`config.mk`:
```
export PLATFORM = sky130hd
export DESIGN_NAME = uart_frame_receiver
export DESIGN_NICKNAME = d
export VERILOG_FILES = /design/src/rtl/core/ufr_pkg.sv /design/src/rtl/core/uart_frame_receiver.sv
export SDC_FILE = /design/constraint.sdc
export NUM_CORES = 1
export LEC_CHECK = 0
export BUFFER_PORTS_ARGS = -buffer_cell sky130_fd_sc_hd__buf_2
export CAP_MARGIN = 20
export CORE_AREA = 2 2 189 191
export DETAILED_ROUTE_END_ITERATION = 10
export DIE_AREA = 0 0 191 193
export GPL_TIMING_DRIVEN = 1
export HOLD_SLACK_MARGIN = 0.02
export SKIP_CTS_REPAIR_TIMING = 1
export SLEW_MARGIN = 30
export SYNTH_ARGS = -nofsm -noshare
export SYNTH_HDL_FRONTEND = slang
export SYNTH_SLANG_ARGS = --single-unit
export TNS_END_PERCENT = 20
```
`constraint.sdc`:
```
create_clock -name i_clk -period 7.1 [get_ports i_clk]
set_input_delay 1.42 -clock i_clk [delete_from_list [all_inputs] [get_ports i_clk]]
set_output_delay 1.42 -clock i_clk [all_outputs]
set_load 0.05 [all_outputs]
```
`src/rtl/core/ufr_pkg.sv`:
```
// shared types and byte codes of the uart frame receiver
package ufr_pkg;

    localparam logic [7:0] HDR_BYTE = 8'hAA;
    localparam logic [7:0] TRL_BYTE = 8'h55;
    localparam logic [7:0] RTX_BYTE = 8'hE1;
    localparam int unsigned FIRST_BODY = 3;
    localparam int unsigned MIN_CLOSE_POS = 4;

    // result flag bits carried in tuser
    typedef struct packed {
        logic retransmit_request;
        logic send_nak;
        logic byte_valid;
    } t_out_user;

    typedef enum logic [1:0] {
        ST_IDLE,
        ST_READ,
        ST_LOAD
    } t_state;

endpackage

```
`src/rtl/core/uart_frame_receiver.sv`:
```
// uart frame receiver: header hunt, frame store in memory, checksum check and readout
//
// channel   | dir | tdata              | tuser (low bit up)                                   | tlast
// s (rx)    | in  | [7:0] rx_byte      | [0] framing_error                                    | -
// m (frame) | out | [7:0] frame_byte   | [0] byte_valid [1] send_nak [2] retransmit_request  | last_byte
//
// a received byte is taken only while idle; bytes are written to the frame store as they arrive
// readout of an accepted frame goes through ST_READ (the store read) and ST_LOAD (the output
// register load) for each byte, and no input is taken until the last byte is loaded
// reset (synchronous, active low) clears control state only; store contents are not cleared
// a stalled output holds its request and blocks both readout and input
module uart_frame_receiver #(
    parameter int unsigned MAX_FILL = 20
) (
    input  logic       i_clk,
    input  logic       i_rst_n,
    input  logic       i_s_tvalid,
    output logic       o_s_tready,
    input  logic [7:0] i_s_tdata,   // [7:0] rx_byte
    input  logic [0:0] i_s_tuser,   // [0] framing_error
    output logic       o_m_tvalid,
    input  logic       i_m_tready,
    output logic [7:0] o_m_tdata,   // [7:0] frame_byte
    output logic       o_m_tlast,
    output logic [2:0] o_m_tuser    // [0] byte_valid [1] send_nak [2] retransmit_request
);
    import ufr_pkg::*;

    localparam int unsigned PW = $clog2(MAX_FILL + 2);
    localparam int unsigned AW = $clog2(MAX_FILL + 1);

    logic [7:0]    r_mem [0:MAX_FILL];
    logic [7:0]    r_rd_data;

    t_state        r_state, n_state;
    logic [PW-1:0] r_fill, n_fill;
    logic          r_in_frame, n_in_frame;
    logic [7:0]    r_sum, n_sum;
    logic [7:0]    r_b1, r_b2;
    logic [AW-1:0] r_rd_addr, r_last_addr;

    logic          r_out_valid;
    logic [7:0]    r_out_byte;
    logic          r_out_last;
    t_out_user     r_out_user;

    logic          w_slot_free, w_acc, w_load_byte, w_rd_done;
    logic [7:0]    w_b, w_sum_new, w_s;
    logic [PW-1:0] w_pos, w_pos_m1, w_pos_m2;
    logic          w_trailer, w_ok_norm, w_ok_alt, w_ok;
    logic          w_flag_load, w_we;
    t_out_user     w_flag_user;

    assign w_slot_free = !r_out_valid || i_m_tready;
    assign w_acc       = i_s_tvalid && o_s_tready && !i_s_tuser[0];
    assign w_b         = i_s_tdata;
    assign w_rd_done   = (r_rd_addr == r_last_addr);

    // per-byte datapath
    assign w_pos     = r_fill + PW'(1);
    assign w_pos_m1  = w_pos - PW'(1);
    assign w_pos_m2  = w_pos - PW'(2);
    assign w_sum_new = r_sum + w_b;
    assign w_s       = w_sum_new - HDR_BYTE;
    // r_b1 and r_b2 shadow the store at the two positions before this one
    assign w_trailer = r_in_frame && (w_b == TRL_BYTE) && (w_pos > PW'(MIN_CLOSE_POS))
                    && (w_pos <= PW'(MAX_FILL + 1)) && (r_b1 == TRL_BYTE);
    assign w_ok_norm = ((w_s - r_b2) == r_b2);
    assign w_ok_alt  = (w_s == TRL_BYTE);
    assign w_ok      = w_ok_norm || w_ok_alt;
    assign w_we      = w_acc && (r_in_frame || (w_b == HDR_BYTE)) && (w_pos <= PW'(MAX_FILL));

    always_comb begin
        w_flag_user = '0;
        w_flag_load = 1'b0;
        n_fill      = r_fill;
        n_in_frame  = r_in_frame;
        n_sum       = r_sum;
        if (w_acc) begin
            if (r_in_frame) begin
                n_fill = w_pos;
                n_sum  = w_sum_new;
                if (w_trailer) begin
                    n_fill     = '0;
                    n_in_frame = 1'b0;
                    n_sum      = '0;
                    if (!w_ok) begin
                        w_flag_load          = 1'b1;
                        w_flag_user.send_nak = 1'b1;
                    end
                end else if (w_pos > PW'(MAX_FILL)) begin
                    // overlong frame dropped, sum carries over
                    n_fill     = '0;
                    n_in_frame = 1'b0;
                end
            end else if (w_b == HDR_BYTE) begin
                n_fill = w_pos;
                if (w_pos == PW'(2)) begin
                    n_in_frame = 1'b1;
                end
            end else begin
                n_fill = '0;
                if (w_b == RTX_BYTE) begin
                    w_flag_load                    = 1'b1;
                    w_flag_user.retransmit_request = 1'b1;
                end
            end
        end
    end

    // next state
    always_comb begin
        n_state = r_state;
        case (r_state)
            ST_IDLE: begin
                if (w_acc && w_trailer && w_ok) begin
                    n_state = ST_READ;
                end
            end
            ST_READ: begin
                n_state = ST_LOAD;
            end
            ST_LOAD: begin
                if (w_slot_free) begin
                    n_state = w_rd_done ? ST_IDLE : ST_READ;
                end
            end
            default: begin
                n_state = ST_IDLE;
            end
        endcase
    end

    // state outputs
    always_comb begin
        o_s_tready  = 1'b0;
        w_load_byte = 1'b0;
        case (r_state)
            ST_IDLE: o_s_tready  = w_slot_free;
            ST_READ: w_load_byte = 1'b0;
            ST_LOAD: w_load_byte = w_slot_free;
            default: o_s_tready  = 1'b0;
        endcase
    end

    // frame store
    always_ff @(posedge i_clk) begin
        if (w_we) begin
            r_mem[w_pos[AW-1:0]] <= w_b;
        end
        r_rd_data <= r_mem[r_rd_addr];
    end

    always_ff @(posedge i_clk) begin
        if (!i_rst_n) begin
            r_state     <= ST_IDLE;
            r_fill      <= '0;
            r_in_frame  <= 1'b0;
            r_sum       <= '0;
            r_out_valid <= 1'b0;
        end else begin
            r_state    <= n_state;
            r_fill     <= n_fill;
            r_in_frame <= n_in_frame;
            r_sum      <= n_sum;
            if (w_flag_load || w_load_byte) begin
                r_out_valid <= 1'b1;
            end else if (i_m_tready) begin
                r_out_valid <= 1'b0;
            end
        end
    end

    always_ff @(posedge i_clk) begin
        if (w_acc && r_in_frame) begin
            r_b1 <= w_b;
            r_b2 <= r_b1;
        end
        if (w_acc && w_trailer && w_ok) begin
            r_rd_addr   <= AW'(FIRST_BODY);
            r_last_addr <= w_ok_norm ? w_pos_m2[AW-1:0] : w_pos_m1[AW-1:0];
        end else if (w_load_byte && !w_rd_done) begin
            r_rd_addr <= r_rd_addr + AW'(1);
        end
        if (w_flag_load) begin
            r_out_byte <= '0;
            r_out_last <= 1'b0;
            r_out_user <= w_flag_user;
        end else if (w_load_byte) begin
            r_out_byte <= r_rd_data;
            r_out_last <= w_rd_done;
            r_out_user <= '{retransmit_request: 1'b0, send_nak: 1'b0, byte_valid: 1'b1};
        end
    end

    assign o_m_tvalid = r_out_valid;
    assign o_m_tdata  = r_out_byte;
    assign o_m_tlast  = r_out_last;
    assign o_m_tuser  = r_out_user;

    a_fill_bound: assert property (@(posedge i_clk) disable iff (!i_rst_n)
        r_fill <= PW'(MAX_FILL))
        else $error("fill position beyond store");

    a_frame_has_header: assert property (@(posedge i_clk) disable iff (!i_rst_n)
        r_in_frame |-> (r_fill >= PW'(2)))
        else $error("in frame without both header bytes");

    a_readout_range: assert property (@(posedge i_clk) disable iff (!i_rst_n)
        (r_state != ST_IDLE) |-> (r_rd_addr <= r_last_addr))
        else $error("readout address past last byte");

    a_last_is_byte: assert property (@(posedge i_clk) disable iff (!i_rst_n)
        (o_m_tvalid && o_m_tlast) |-> o_m_tuser[0])
        else $error("last flag on a non-byte result");

    a_no_input_in_readout: assert property (@(posedge i_clk) disable iff (!i_rst_n)
        (r_state == ST_READ) |=> !w_acc)
        else $error("input taken during frame readout");

endmodule

```
Yosys cells after proc, flatten, opt, wreduce, memory -nomap -nowiden
Memories as Yosys holds them, arrays and structs flattened. A register that Yosys moved wholly into a read port is not among the register bits.
Index checks and enable logic that the tools add are counted.
{ "op_classes": {"mux": 32, "eq_ne": 12, "n_reduce_logical": 24, "n_lt_le_gt_ge": 4, "addsub": 7} }
{ "op_table": {"columns": ["operator", "count"], "rows": [
  ["two-way mux 5 bit", 5],
  ["== test 8 x 7 -> 1 bit (second input constant)", 3],
  ["two-way mux 1 bit", 20],
  ["== test 8 bit (second input constant)", 2],
  ["logical AND 1 bit", 12],
  ["adder 5 x 1 -> 5 bit (second input constant)", 2],
  ["less-or-equal comparator 5 bit (second input constant)", 2],
  ["adder 8 bit", 1],
  ["== test 8 bit", 1],
  ["two-way mux 8 bit", 1],
  ["subtractor 8 bit", 1],
  ["subtractor 8 bit (second input constant)", 1],
  ["two-way mux 2 bit", 3],
  ["two-way mux 3 bit", 2],
  ["case mux 2 bit (3 select lines)", 1],
  ["== test 5 x 2 -> 1 bit (second input constant)", 1],
  ["== test 5 bit", 1],
  ["> comparator 5 x 3 -> 1 bit (second input constant)", 1],
  ["> comparator 5 bit (second input constant)", 1],
  ["subtractor 5 x 1 -> 5 bit (second input constant)", 1],
  ["subtractor 5 x 2 -> 5 bit (second input constant)", 1],
  ["logical OR 1 bit", 4],
  ["inequality test 2 bit (second input constant)", 2],
  ["AND reduction 2 bit", 2],
  ["other kinds (5)", 8]
]} }
{ "totals": {"word_cells": 94, "ramBits": 168, "memories": 1, "input_bits": 13, "reg_bits": 55} }
{ "mem_list": {"columns": ["name", "depth", "word_bits", "read_ports", "rd_clocked_by_memory_dff", "write_ports", "line_no", "rtl"], "rows": [
  ["r_mem", 21, 8, 1, 1, 1, "uart_frame_receiver.sv:32", "logic [7:0] r_mem [0:MAX_FILL];"]
]} }

Logic depth before layout (Yosys ltp)
Gate-level depths: netlist of the first run.
{ "logic_depth": {"word_depth": 11, "mapped_depth": 16, "mapped_depth_nobuf": 15} }

Worst setup path before layout of the first run
Ideal clock, no wire load.
{ "synth_timing": {"kind": "in2reg", "startpoint": "input i_s_tdata[0]", "endpoint": "register r_out_user, in the netlist o_m_tuser[1] (enable)", "arrival_ns": 4.504, "setup_ns": 0.299, "path_stages": 13, "t_required_ns": 6.801, "slack_ns": 2.297, "path_buffers": 0, "cell_sequence": "ha_1 > fa_1 > inv_1 > ha_1 > o32a_4 > xnor2_1 > ha_1 > xnor2_1 > and3_1 > o2111ai_1 > o32ai_2 > o21bai_1 > nand2b_1"} }
{ "synth_via": {"elab_chain_cells": 10} }
{ "synth_lines": {"columns": ["element", "line_no", "rtl"], "rows": [
  ["from (decl)", "uart_frame_receiver.sv:19", "input logic [7:0] i_s_tdata,"],
  ["adder 8 bit", "uart_frame_receiver.sv:63", "assign w_sum_new = r_sum + w_b;"],
  ["subtractor 8 bit", "uart_frame_receiver.sv:64", "assign w_s = w_sum_new - HDR_BYTE;"],
  ["subtractor 8 bit", "uart_frame_receiver.sv:68", "assign w_ok_norm = ((w_s - r_b2) == r_b2);"],
  ["== test 8 bit", "uart_frame_receiver.sv:68", null],
  ["logical OR 1 bit", "uart_frame_receiver.sv:70", "assign w_ok = w_ok_norm || w_ok_alt;"],
  ["two-way mux 1 bit", "uart_frame_receiver.sv:87", "if (!w_ok) begin"],
  ["two-way mux 1 bit", "uart_frame_receiver.sv:83", "if (w_trailer) begin"],
  ["two-way mux 1 bit (*)", "uart_frame_receiver.sv:80", "if (r_in_frame) begin"],
  ["two-way mux 1 bit (*)", "uart_frame_receiver.sv:79", "if (w_acc) begin"],
  ["nonzero test 2 bit (no line) (*)", null, null],
  ["to (signal assigned)", "uart_frame_receiver.sv:188", "r_out_user <= w_flag_user;"],
  ["to (signal assigned)", "uart_frame_receiver.sv:192", "r_out_user <= '{retransmit_request: 1'b0, send_nak: 1'b0, byte_valid: 1'b1};"],
  ["to (decl)", "uart_frame_receiver.sv:45", "t_out_user r_out_user;"]
]} }
Every way passes the cells marked *; elsewhere a longest branch is shown, timed or not.
A chain may end at the register's enable or synchronous reset.

Worst setup path after layout of the first run
{ "layout_timing": {"startpoint": "input i_s_tdata[0]", "endpoint": "register r_last_addr[1] (enable)"} }
{ "layout_via": {"elab_chain_cells": 7} }
{ "layout_lines": {"columns": ["element", "line_no", "rtl"], "rows": [
  ["parallel branches: the longest is 6 deep, another holds adder 8 bit", null, null],
  ["logical AND 1 bit (*)", "uart_frame_receiver.sv:179", "if (w_acc && w_trailer && w_ok) begin"],
  ["to (signal assigned)", "uart_frame_receiver.sv:181", "r_last_addr <= w_ok_norm ? w_pos_m2[AW-1:0] : w_pos_m1[AW-1:0];"],
  ["to (decl)", "uart_frame_receiver.sv:40", "logic [AW-1:0] r_rd_addr, r_last_addr;"]
]} }
Mark *: on every way between the ends.

==> impl_metrics.yaml, run 1 <==
outcome:
  status: "complete, no violations"
sta:
  maxSlewHeadroom: 0.358
  hold_ws_ns: 0.442
  fin_skew_ns: 0.00762
  rsz0062_at_grt: "false"
  worstMarginPinSlew_ns: 0.959
  final-hold-violation-count: 0
  finalCriticalPeriod_ns: 5.28
  drv_slew: 0
  finalSetupTns_ns: 0
  period_share: 0.744
  max_clock_freq_mhz: 189
  setup_violations: 0
synthesis:
  yosys_warnings: 0
  yosysSeqAreaShare: 0.649
  netlist_area_sq_mm: 0.0100
  synthXorXnorAreaFrac: 0.0328
  avgSynthCellArea_sq_um: 15.5
  synth_top_family_by_area: "multiplexers"
  syn-num-nets: 688
  synth_edf_count: 190
  synth_cell_types: 64
  synth-compound-area-share: 0.0626
  synthesis.instances: 648
  synth-simple-area-share: 0.0870
  synth_mux_area_frac: 0.116
  synthAdderAreaFrac: 0.0352
  synth_seq_cells: 230
  ys.flop_type: "edfxtp_1"
  ys_async_sr_fraction: 0
die:
  fp.dieW_microns: 191
  ios: 27
  initial_core_util: 0.287
  die_y_microns: 193
  rows: 69
  dieArea_sq_mm: 0.0369
  coreArea_sq_mm: 0.0350
pwr:
  p_total_w: 0.00298
  p_leak_nw: 3.73
  powerDensity_mw_per_mm2: 258
  max-vdd-ir-drop_uv: 171
global_route:
  grt_max_degree: 45
  grt_util_all_layers: 0.116
  grt_overflow: 0
  grt_first_pass_wirelength_microns: 32600
  grt_pass1_vias: 5646
  grt_antenna_before_repair: 0
route:
  drt_iter0_drc: 303
  firstDrtPassIters: 4
  ant_nets: 0
  num_vias: 5389
  routed_wl_microns: 20800
  wl_per_cell_microns: 17.9
  vias_per_cell: 4.63
  drc: 0
critical_path:
  path_cells: "buf_2 > ha_1 > fa_1 > inv_1 > ha_1 > xnor2_1 > ha_1 > o21a_1 > o31a_1 > o21ai_0 > and3_1 > o2111ai_1 > o32ai_2 > nor2b_1"
  cp.depth: 14
  cp_common_cell: "ha_1"
  path_delay_family: "adder cells"
  endpoint: "r_last_addr[1]"
  worst-path-buf-inv: 2
  cp.required_ns: 7.24
  endpoint_kind: "register"
  critical_path_class: "primary input to register"
  arrival_ns: 5.42
  timing.rr.start: "r_sum[0]"
  path_max_fanout: 25
  cp-startpoint: "i_s_tdata[0]"
  cp_slowest_cell: "nor2b_1"
  critPathLaunchType: "primary input"
  r2r-end: "r_last_addr[1]"
  reg2regPathDepth: 13
  slowest_delay_ns: 0.68
  reg2reg_slack_ns: 2.74
place:
  gp_congestion: 0.786
  hpwlAfterDp_microns: 13600
  io_buffers: 26
clock_network:
  cts_root_buffer: "clkbuf_16"
  cts_sinks: 230
  clock_latency_ns: 0.51
  clockBufferDepth: 3
  h-tree-depth: 1
  clk_pin_slew_ns: 0.06
  cts_made_buffers: 25
  cts_tree: "built"
cells_and_area:
  drive_gt1_frac: 0.211
  area_growth_pct: 15.3
  num-fill-cells: 3373
  final_common_cell: "edfxtp_1"
  layout_common_cells: "edfxtp_1 (190), mux4_2 (48), nor2_1 (44)"
  layout.nets: 725
  num_antenna_cells: 0
min_path:
  hold_path.startpoint: "r_rd_data[6]"
  hp-class: "register to register"
flow_run:
  drv_cap: 0
-- metal layers --
| metal | GRT usage | vias up | routed length [microns] |
|---|---|---|---|
| li1 | - | 2567 | - |
| met1 | 0.148 | 2700 | 9200 |
| met2 | 0.202 | 93 | 10200 |
| met3 | 0.0188 | 29 | 983 |
| met4 | 0.0319 | 0 | 451 |
| met5 | 0 | - | 0 |
-- worst register-to-register path, cell delays in order (launching register included) --
cell	delay, ns
dfxtp_1	0.31
ha_1	0.23
fa_1	0.56
inv_1	0.10
ha_1	0.28
inv_1	0.05
ha_1	0.34
o21a_1	0.20
o31a_1	0.09
o21ai_0	0.32
and3_1	0.22
o2111ai_1	0.21
o32ai_2	0.38
nor2b_1	0.68
-- logic make-up (layout without fill, tap and decap cells) --
family / count (synthesis) / count (layout)
buffers and inverters: 42 / 97
and+or+nand+nor: 173 / 173
AOI/OAI and AO/OA: 84 / 84
DFF: 230 / 230
adders and majority gates: 27 / 27
muxes: 56 / 56
xor gates and xnor gates: 36 / 36
-- report_power, final --
part           internal, W  switching, W  leakage (nW)
Clock             0.000823      0.000509         0.420
Combinational    0.0000777     0.0000945          1.28
Sequential         0.00146     0.0000102          2.03
Total              0.00236      0.000614          3.73
-- cells in the mapped netlist (all sizes together), types with 10 or more instances --
cell type / n / area [sq um]
ha: 25 / 313
nand3: 10 / 50.1
xnor2: 23 / 201
edfxtp: 190 / 5710
a21oi: 38 / 224
nor3: 21 / 110
nand2: 39 / 146
xor2: 12 / 105
nor2: 47 / 179
nor2b: 19 / 119
mux4: 48 / 1080
dfxtp: 40 / 801
inv: 18 / 67.6
clkbuf: 16 / 60.1
-- worst min-delay path by stage --
stage | to | slack, ns | cells past startpoint
finish | o_m_tdata[6] | 0.44 | 2
global route | r_b2[3] | 0.46 | 0
CTS | o_m_tdata[6] | 0.44 | 2
detailed placement | o_m_tdata[6] | 0.43 | 2
global placement | r_b2[5] | 0.42 | 0
floorplan | r_b2[5] | 0.42 | 0
-- flip-flops by register name, summed over array words and instances (netlist names) --
register / count
o_m_tlast: 1
o_m_tdata: 8
o_m_tuser: 3
o_m_tvalid: 1
r_rd_data: 8
r_fill: 5
r_sum: 8
r_mem: 168
r_in_frame: 1
r_last_addr: 5
r_state: 2
r_b2: 7
r_b1: 8
r_rd_addr: 5
-- stage by stage --
stage                     area, sq um  cells  worst slack (ns)   util
after detailed placement        10700   1119              1.25  0.306
after global placement          10700   1119              1.38  0.306
after CTS                       11500   1164              1.81  0.330
after global routing            11600   1164              1.39  0.330
after floorplan                 10000    648              2.30      -
final                           11600   1164              1.82  0.330
-- layout make-up --
cell class	instances	area, sq um	share of cell area
clock inverter	14	181	0.0157
inverter	18	67.6	0.00585
clock buffer	31	678	0.0587
tap	461	577	0.0499
multi-input combinational	376	3350	0.290
timing repair buffer	34	190	0.0165
sequential	230	6510	0.563
(Power assumes the default switching activity.)
==> inputs of run 2 (changes only) <==
--- a/config.mk
+++ b/config.mk
@@ -5,11 +5,12 @@
 export SDC_FILE = /design/constraint.sdc
 export NUM_CORES = 1
 export LEC_CHECK = 0
+export ABC_AREA = 1
 export BUFFER_PORTS_ARGS = -buffer_cell sky130_fd_sc_hd__buf_2
 export CAP_MARGIN = 20
-export CORE_AREA = 2 2 189 191
+export CORE_AREA = 2 2 192 194
 export DETAILED_ROUTE_END_ITERATION = 10
-export DIE_AREA = 0 0 191 193
+export DIE_AREA = 0 0 194 196
 export GPL_TIMING_DRIVEN = 1
 export HOLD_SLACK_MARGIN = 0.02
 export SKIP_CTS_REPAIR_TIMING = 1
==> constraint.sdc (replaced) <==
create_clock -name i_clk -period 4.4 [get_ports i_clk]
set_input_delay 0.88 -clock i_clk [delete_from_list [all_inputs] [get_ports i_clk]]
set_output_delay 0.88 -clock i_clk [all_outputs]
set_load 0.05 [all_outputs]
==> run 2 against run 1 <==
Worst setup slack worse by 1.3 ns. Count of clock-buffer cells in the layout down 1. Power up 80%. Largest power group unchanged. Highest routed layer unchanged.
==> impl_metrics.yaml, run 2 <==
clock_network:
  h-tree-depth: 1
  clock_latency_ns: 0.54
  cts_made_buffers: 25
  clk_pin_slew_ns: 0.06
  clockBufferDepth: 3
  cts_root_buffer: "clkbuf_16"
  cts_tree: "built"
  cts_sinks: 230
sta:
  setup_violations: 0
  maxSlewHeadroom: 0.425
  worstMarginPinSlew_ns: 0.862
  fin_skew_ns: 0.0160
  timing.final.ws_setup_ns: 0.534
  drv_slew: 0
  final-hold-violation-count: 0
  period_share: 0.879
  max_clock_freq_mhz: 259
  finalCriticalPeriod_ns: 3.87
  rsz0062_at_grt: "false"
synthesis:
  synthTopCellsByArea: "edfxtp_1 (55%), dfxtp_1 (7.8%), nand2_1 (5.7%), o21ai_0 (4.8%), nor2_1 (4.7%)"
  synth.most_common_cell: "edfxtp_1"
  yosys_warnings: 0
  yosysTopAreaCell: "edfxtp_1"
  synth_common_cells: "edfxtp_1 (190), nand2_1 (157), nor2_1 (128)"
  avgSynthCellArea_sq_um: 10.6
  synthesis.instances: 976
  netlist_area_sq_mm: 0.0103
  synth_cell_types: 41
  ys.flop_type: "edfxtp_1"
  synth_edf_count: 190
  yosysSeqAreaShare: 0.630
  yosysTopAreaCellShare: 0.552
  syn-num-nets: 1016
  synth_seq_cells: 230
  ys_async_sr_fraction: 0
die:
  coreArea_sq_mm: 0.0361
  initial_core_util: 0.286
  dieArea_sq_mm: 0.0380
  ios: 27
  rows: 70
  die_y_microns: 196
  fp.dieW_microns: 194
cells_and_area:
  area_growth_pct: 16.4
  layout.nets: 1077
  num-fill-cells: 3642
  largest_reg_flops: 168
  utilization: 0.333
  layout_common_cells: "edfxtp_1 (190), nand2_1 (157), nor2_1 (127)"
  fin_area_sq_mm: 0.0120
  seqCellArea_sq_mm: 0.00651
  num_antenna_cells: 0
  final_common_cell: "edfxtp_1"
  multi_input_area_sq_mm: 0.00337
  drive_gt1_frac: 0.145
pwr:
  p_leak_nw: 4.46
  max-vdd-ir-drop_uv: 337
  powerDensity_mw_per_mm2: 445
critical_path:
  path_max_fanout: 11
  critical_path_class: "primary input to register"
  arrival_ns: 4.10
  critPathLaunchType: "primary input"
  endpoint_kind: "register"
  cp.required_ns: 4.64
global_route:
  grt_first_pass_wirelength_microns: 39800
  grt_pass1_vias: 6965
  grt_antenna_before_repair: 0
  grt_util_all_layers: 0.133
  grt_max_degree: 84
  grt_overflow: 0
min_path:
  hp-class: "register to register"
route:
  drc: 0
  routed_wl_microns: 25600
  wl_per_cell_microns: 16.8
  drt_iter0_drc: 552
  vias_per_cell: 4.80
  ant_nets: 0
  firstDrtPassIters: 5
  num_vias: 7319
place:
  hpwlAfterDp_microns: 16600
  io_buffers: 26
  pre_cts_ws_ns: -0.00638
  placed_cell_area_sq_mm: 0.0112
  gp_congestion: 0.829
flow_run:
  drv_cap: 0
outcome:
  status: "complete, no violations"
==> run 2: layer usage <==
layer | up-vias | GRT usage | routed length [microns]
li1 | 3544 | - | -
met1 | 3523 | 0.180 | 11500
met2 | 207 | 0.221 | 12000
met3 | 45 | 0.0167 | 1280
met4 | 0 | 0.0460 | 840
met5 | - | 0 | 0
==> run 2: final timing paths <==
path                            cells after the start  slack [ns]             end    startpoint
worst max-delay path                               22        0.53  r_last_addr[3]  i_s_tdata[0]
worst min-delay path                                0        0.45         r_b2[5]       r_b1[5]
worst max register to register                     21        0.72  r_last_addr[3]      r_sum[0]
worst min register to register                      0        0.45         r_b2[5]       r_b1[5]
==> run 2: logic make-up (layout without fill, tap and decap cells) <==
| logic type | count (synthesis) | after routing | synth area share |
|---|---|---|---|
| DFF | 230 | 230 | 0.630 |
| adders and majority gates | 27 | 27 | 0.0342 |
| and+or+nand+nor | 394 | 394 | 0.169 |
| AOI/OAI and AO/OA | 190 | 190 | 0.109 |
| buffers and inverters | 119 | 199 | 0.0442 |
| xor gates and xnor gates | 16 | 16 | 0.0143 |
==> run 2: metrics by stage <==
stage	hold WS [ns]	power (W)	std cells	setup TNS [ns]
after CTS	0.456	0.00540	1524	0
after global placement	0.434	0.00337	1478	0
after detailed placement	0.448	0.00337	1478	-0.0317
after global routing	0.472	0.00557	1524	0
final	0.454	0.00535	1524	0
after floorplan	0.426	0.00309	976	0
==> run 2: power breakdown <==
part,total (W),switching [W],internal (W)
Sequential,0.00245,0.0000365,0.00242
Combinational,0.000871,0.000622,0.000250
Clock,0.00203,0.000858,0.00117
==> run 2: layout make-up <==
type / instances / area share
Multi-Input combinational cell: 627 / 0.280
Inverter: 83 / 0.0259
Sequential cell: 230 / 0.541
Timing Repair Buffer: 70 / 0.0383
Tap cell: 468 / 0.0487
Clock inverter: 16 / 0.0123
Clock buffer: 30 / 0.0536
==> run 2: critical path, cell delays in order <==
cell and delay [ns]:
buf_2 0.12, ha_1 0.21, fa_1 0.41, xnor2_1 0.24, ha_1 0.20, buf_4 0.10, nand3_1 0.06, nand2_1 0.06
inv_1 0.05, ha_1 0.33, a21oi_1 0.25, nand2_1 0.07, nand2_1 0.08, nand2_1 0.05, nand2_1 0.05, nand3_1 0.06
nor2_1 0.10, nand2_1 0.06, nor2_1 0.12, nand3_2 0.24, nand2_1 0.16, and2_4 0.20
==> inputs of run 3 (changes only) <==
--- a/config.mk
+++ b/config.mk
@@ -5,14 +5,14 @@
 export SDC_FILE = /design/constraint.sdc
 export NUM_CORES = 1
 export LEC_CHECK = 0
-export ABC_AREA = 1
 export BUFFER_PORTS_ARGS = -buffer_cell sky130_fd_sc_hd__buf_2
 export CAP_MARGIN = 20
-export CORE_AREA = 2 2 192 194
+export CORE_AREA = 2 2 189 191
 export DETAILED_ROUTE_END_ITERATION = 10
-export DIE_AREA = 0 0 194 196
+export DIE_AREA = 0 0 191 193
 export GPL_TIMING_DRIVEN = 1
 export HOLD_SLACK_MARGIN = 0.02
+export PLACE_DENSITY = 0.52
 export SKIP_CTS_REPAIR_TIMING = 1
 export SLEW_MARGIN = 30
 export SYNTH_ARGS = -nofsm -noshare
==> run 3 against run 2 <==
Critical path depth shrank 7. Cell count shrank 20%. Non-clock buffer count grew 22. Die area shrank 3.1%. Global-route usage shrank 0.78 points. Clock power shrank 6%. Power shrank 14%. Sequential share of layout area grew 0.80 points. Critical endpoint is now r_last_addr[4]. Clock skew shrank 0.0076 ns. Flip-flop and latch count is the same. Combinational power shrank 64%. Sequential power shrank 3%.
==> impl_metrics.yaml, run 3 (synthesis results as in run 1) <==
die:
  fp.dieW_microns: 191
  rows: 69
  initial_core_util: 0.287
  die_y_microns: 193
  ios: 27
  dieArea_sq_mm: 0.0369
  coreArea_sq_mm: 0.0350
clock_network:
  clk_pin_slew_ns: 0.05
  cts_sinks: 230
  clockBufferDepth: 3
  cts_made_buffers: 25
  h-tree-depth: 1
  clock_latency_ns: 0.51
  cts_tree: "built"
  cts_root_buffer: "clkbuf_16"
sta:
  hold_ws_ns: 0.442
  fin_skew_ns: 0.00837
  final-hold-violation-count: 0
  maxSlewHeadroom: 0.548
  period_share: 0.925
  finalCriticalPeriod_ns: 4.07
  rsz0062_at_grt: "false"
  drv_slew: 0
  max_clock_freq_mhz: 246
  setup_violations: 0
  finalSetupTns_ns: 0
  worstMarginPinSlew_ns: 0.678
route:
  drt_iter0_drc: 397
  drc: 0
  firstDrtPassIters: 4
  routed_wl_microns: 22600
  vias_per_cell: 4.58
  num_vias: 5593
  wl_per_cell_microns: 18.5
  ant_nets: 0
critical_path:
  critPathLaunchType: "primary input"
  cp-startpoint: "i_s_tdata[0]"
  timing.rr.start: "r_sum[0]"
  endpoint_kind: "register"
  arrival_ns: 4.32
  cp.required_ns: 4.65
  critical_path_class: "primary input to register"
  path_max_fanout: 3
cells_and_area:
  layout_common_cells: "edfxtp_1 (190), buf_4 (66), mux4_2 (48)"
  area_growth_pct: 18.3
  drive_gt1_frac: 0.256
  final_cells: 1220
  num_antenna_cells: 0
  fin_area_sq_mm: 0.0119
  largest_reg_flops: 168
  final_common_cell: "edfxtp_1"
  layout.nets: 783
place:
  io_buffers: 26
  placed_cell_area_sq_mm: 0.0111
  placedCellCount: 1177
  hpwlAfterDp_microns: 15500
  gp_congestion: 0.798
global_route:
  grt_first_pass_wirelength_microns: 34800
  top_usage_layer: "met2"
  grt_max_degree: 34
  use_met3: 0.0186
  grt_pass1_vias: 5685
  grt_antenna_before_repair: 0
  grt_overflow: 0
  gr-usage-met2: 0.215
  grt_use_met1: 0.168
  grt_util_all_layers: 0.126
flow_run:
  drv_cap: 0
min_path:
  hp-class: "register to register"
  hold_path.startpoint: "r_rd_data[4]"
pwr:
  max-vdd-ir-drop_uv: 194
  powerDensity_mw_per_mm2: 388
  p_total_w: 0.00460
  p_leak_nw: 3.96
outcome:
  status: "complete, no violations"
==> run 3: where the power goes <==
| group | leakage, nW | internal (W) | switching (W) | total [W] |
|---|---|---|---|---|
| registers | 2.03 | 0.00236 | 0.0000147 | 0.00238 |
| clock network | 0.361 | 0.00110 | 0.000813 | 0.00191 |
| logic | 1.57 | 0.000143 | 0.000167 | 0.000310 |
| total | 3.96 | 0.00360 | 0.000995 | 0.00460 |
==> run 3: critical path, cell delays in order <==
cell	delay, ns
buf_2	0.16
ha_1	0.25
fa_1	0.41
xnor2_1	0.17
ha_1	0.26
o32a_4	0.40
xnor2_1	0.13
ha_1	0.32
xnor2_1	0.18
and3_1	0.18
o2111ai_1	0.15
buf_4	0.19
or4_1	0.49
nand3_1	0.09
xnor2_1	0.07
==> run 3: layout make-up <==
| cell class | instances | area, sq um |
|---|---|---|
| Multi-Input combinational cell | 376 | 3340 |
| Fill cell | 3391 | 23100 |
| Inverter | 18 | 67.6 |
| Clock buffer | 31 | 648 |
| Sequential cell | 230 | 6510 |
| Tap cell | 461 | 577 |
| Clock inverter | 12 | 86.3 |
| Timing Repair Buffer | 92 | 626 |
==> run 3: per-layer routing <==
metal / up-vias / routed length (microns)
met3: 29 / 956
met2: 84 / 11000
met1: 2794 / 10300
li1: 2686 / -
met5: - / 0
met4: 0 / 364
==> run 3: stage by stage <==
step	setup slack [ns]	utilization
5_1_grt	0.0792	0.339
3_5_place_dp	-0.191	0.318
2_1_floorplan	0.137	-
3_3_place_gp	-0.155	0.318
6_report	0.329	0.339
4_1_cts	0.335	0.339
==> run 3: worst paths after layout <==
path	end	slack, ns	cells after the start
min reg2reg	o_m_tdata[4]	0.44	2
max reg2reg	r_last_addr[4]	0.58	14
min	o_m_tdata[4]	0.44	2
max	r_last_addr[4]	0.33	15
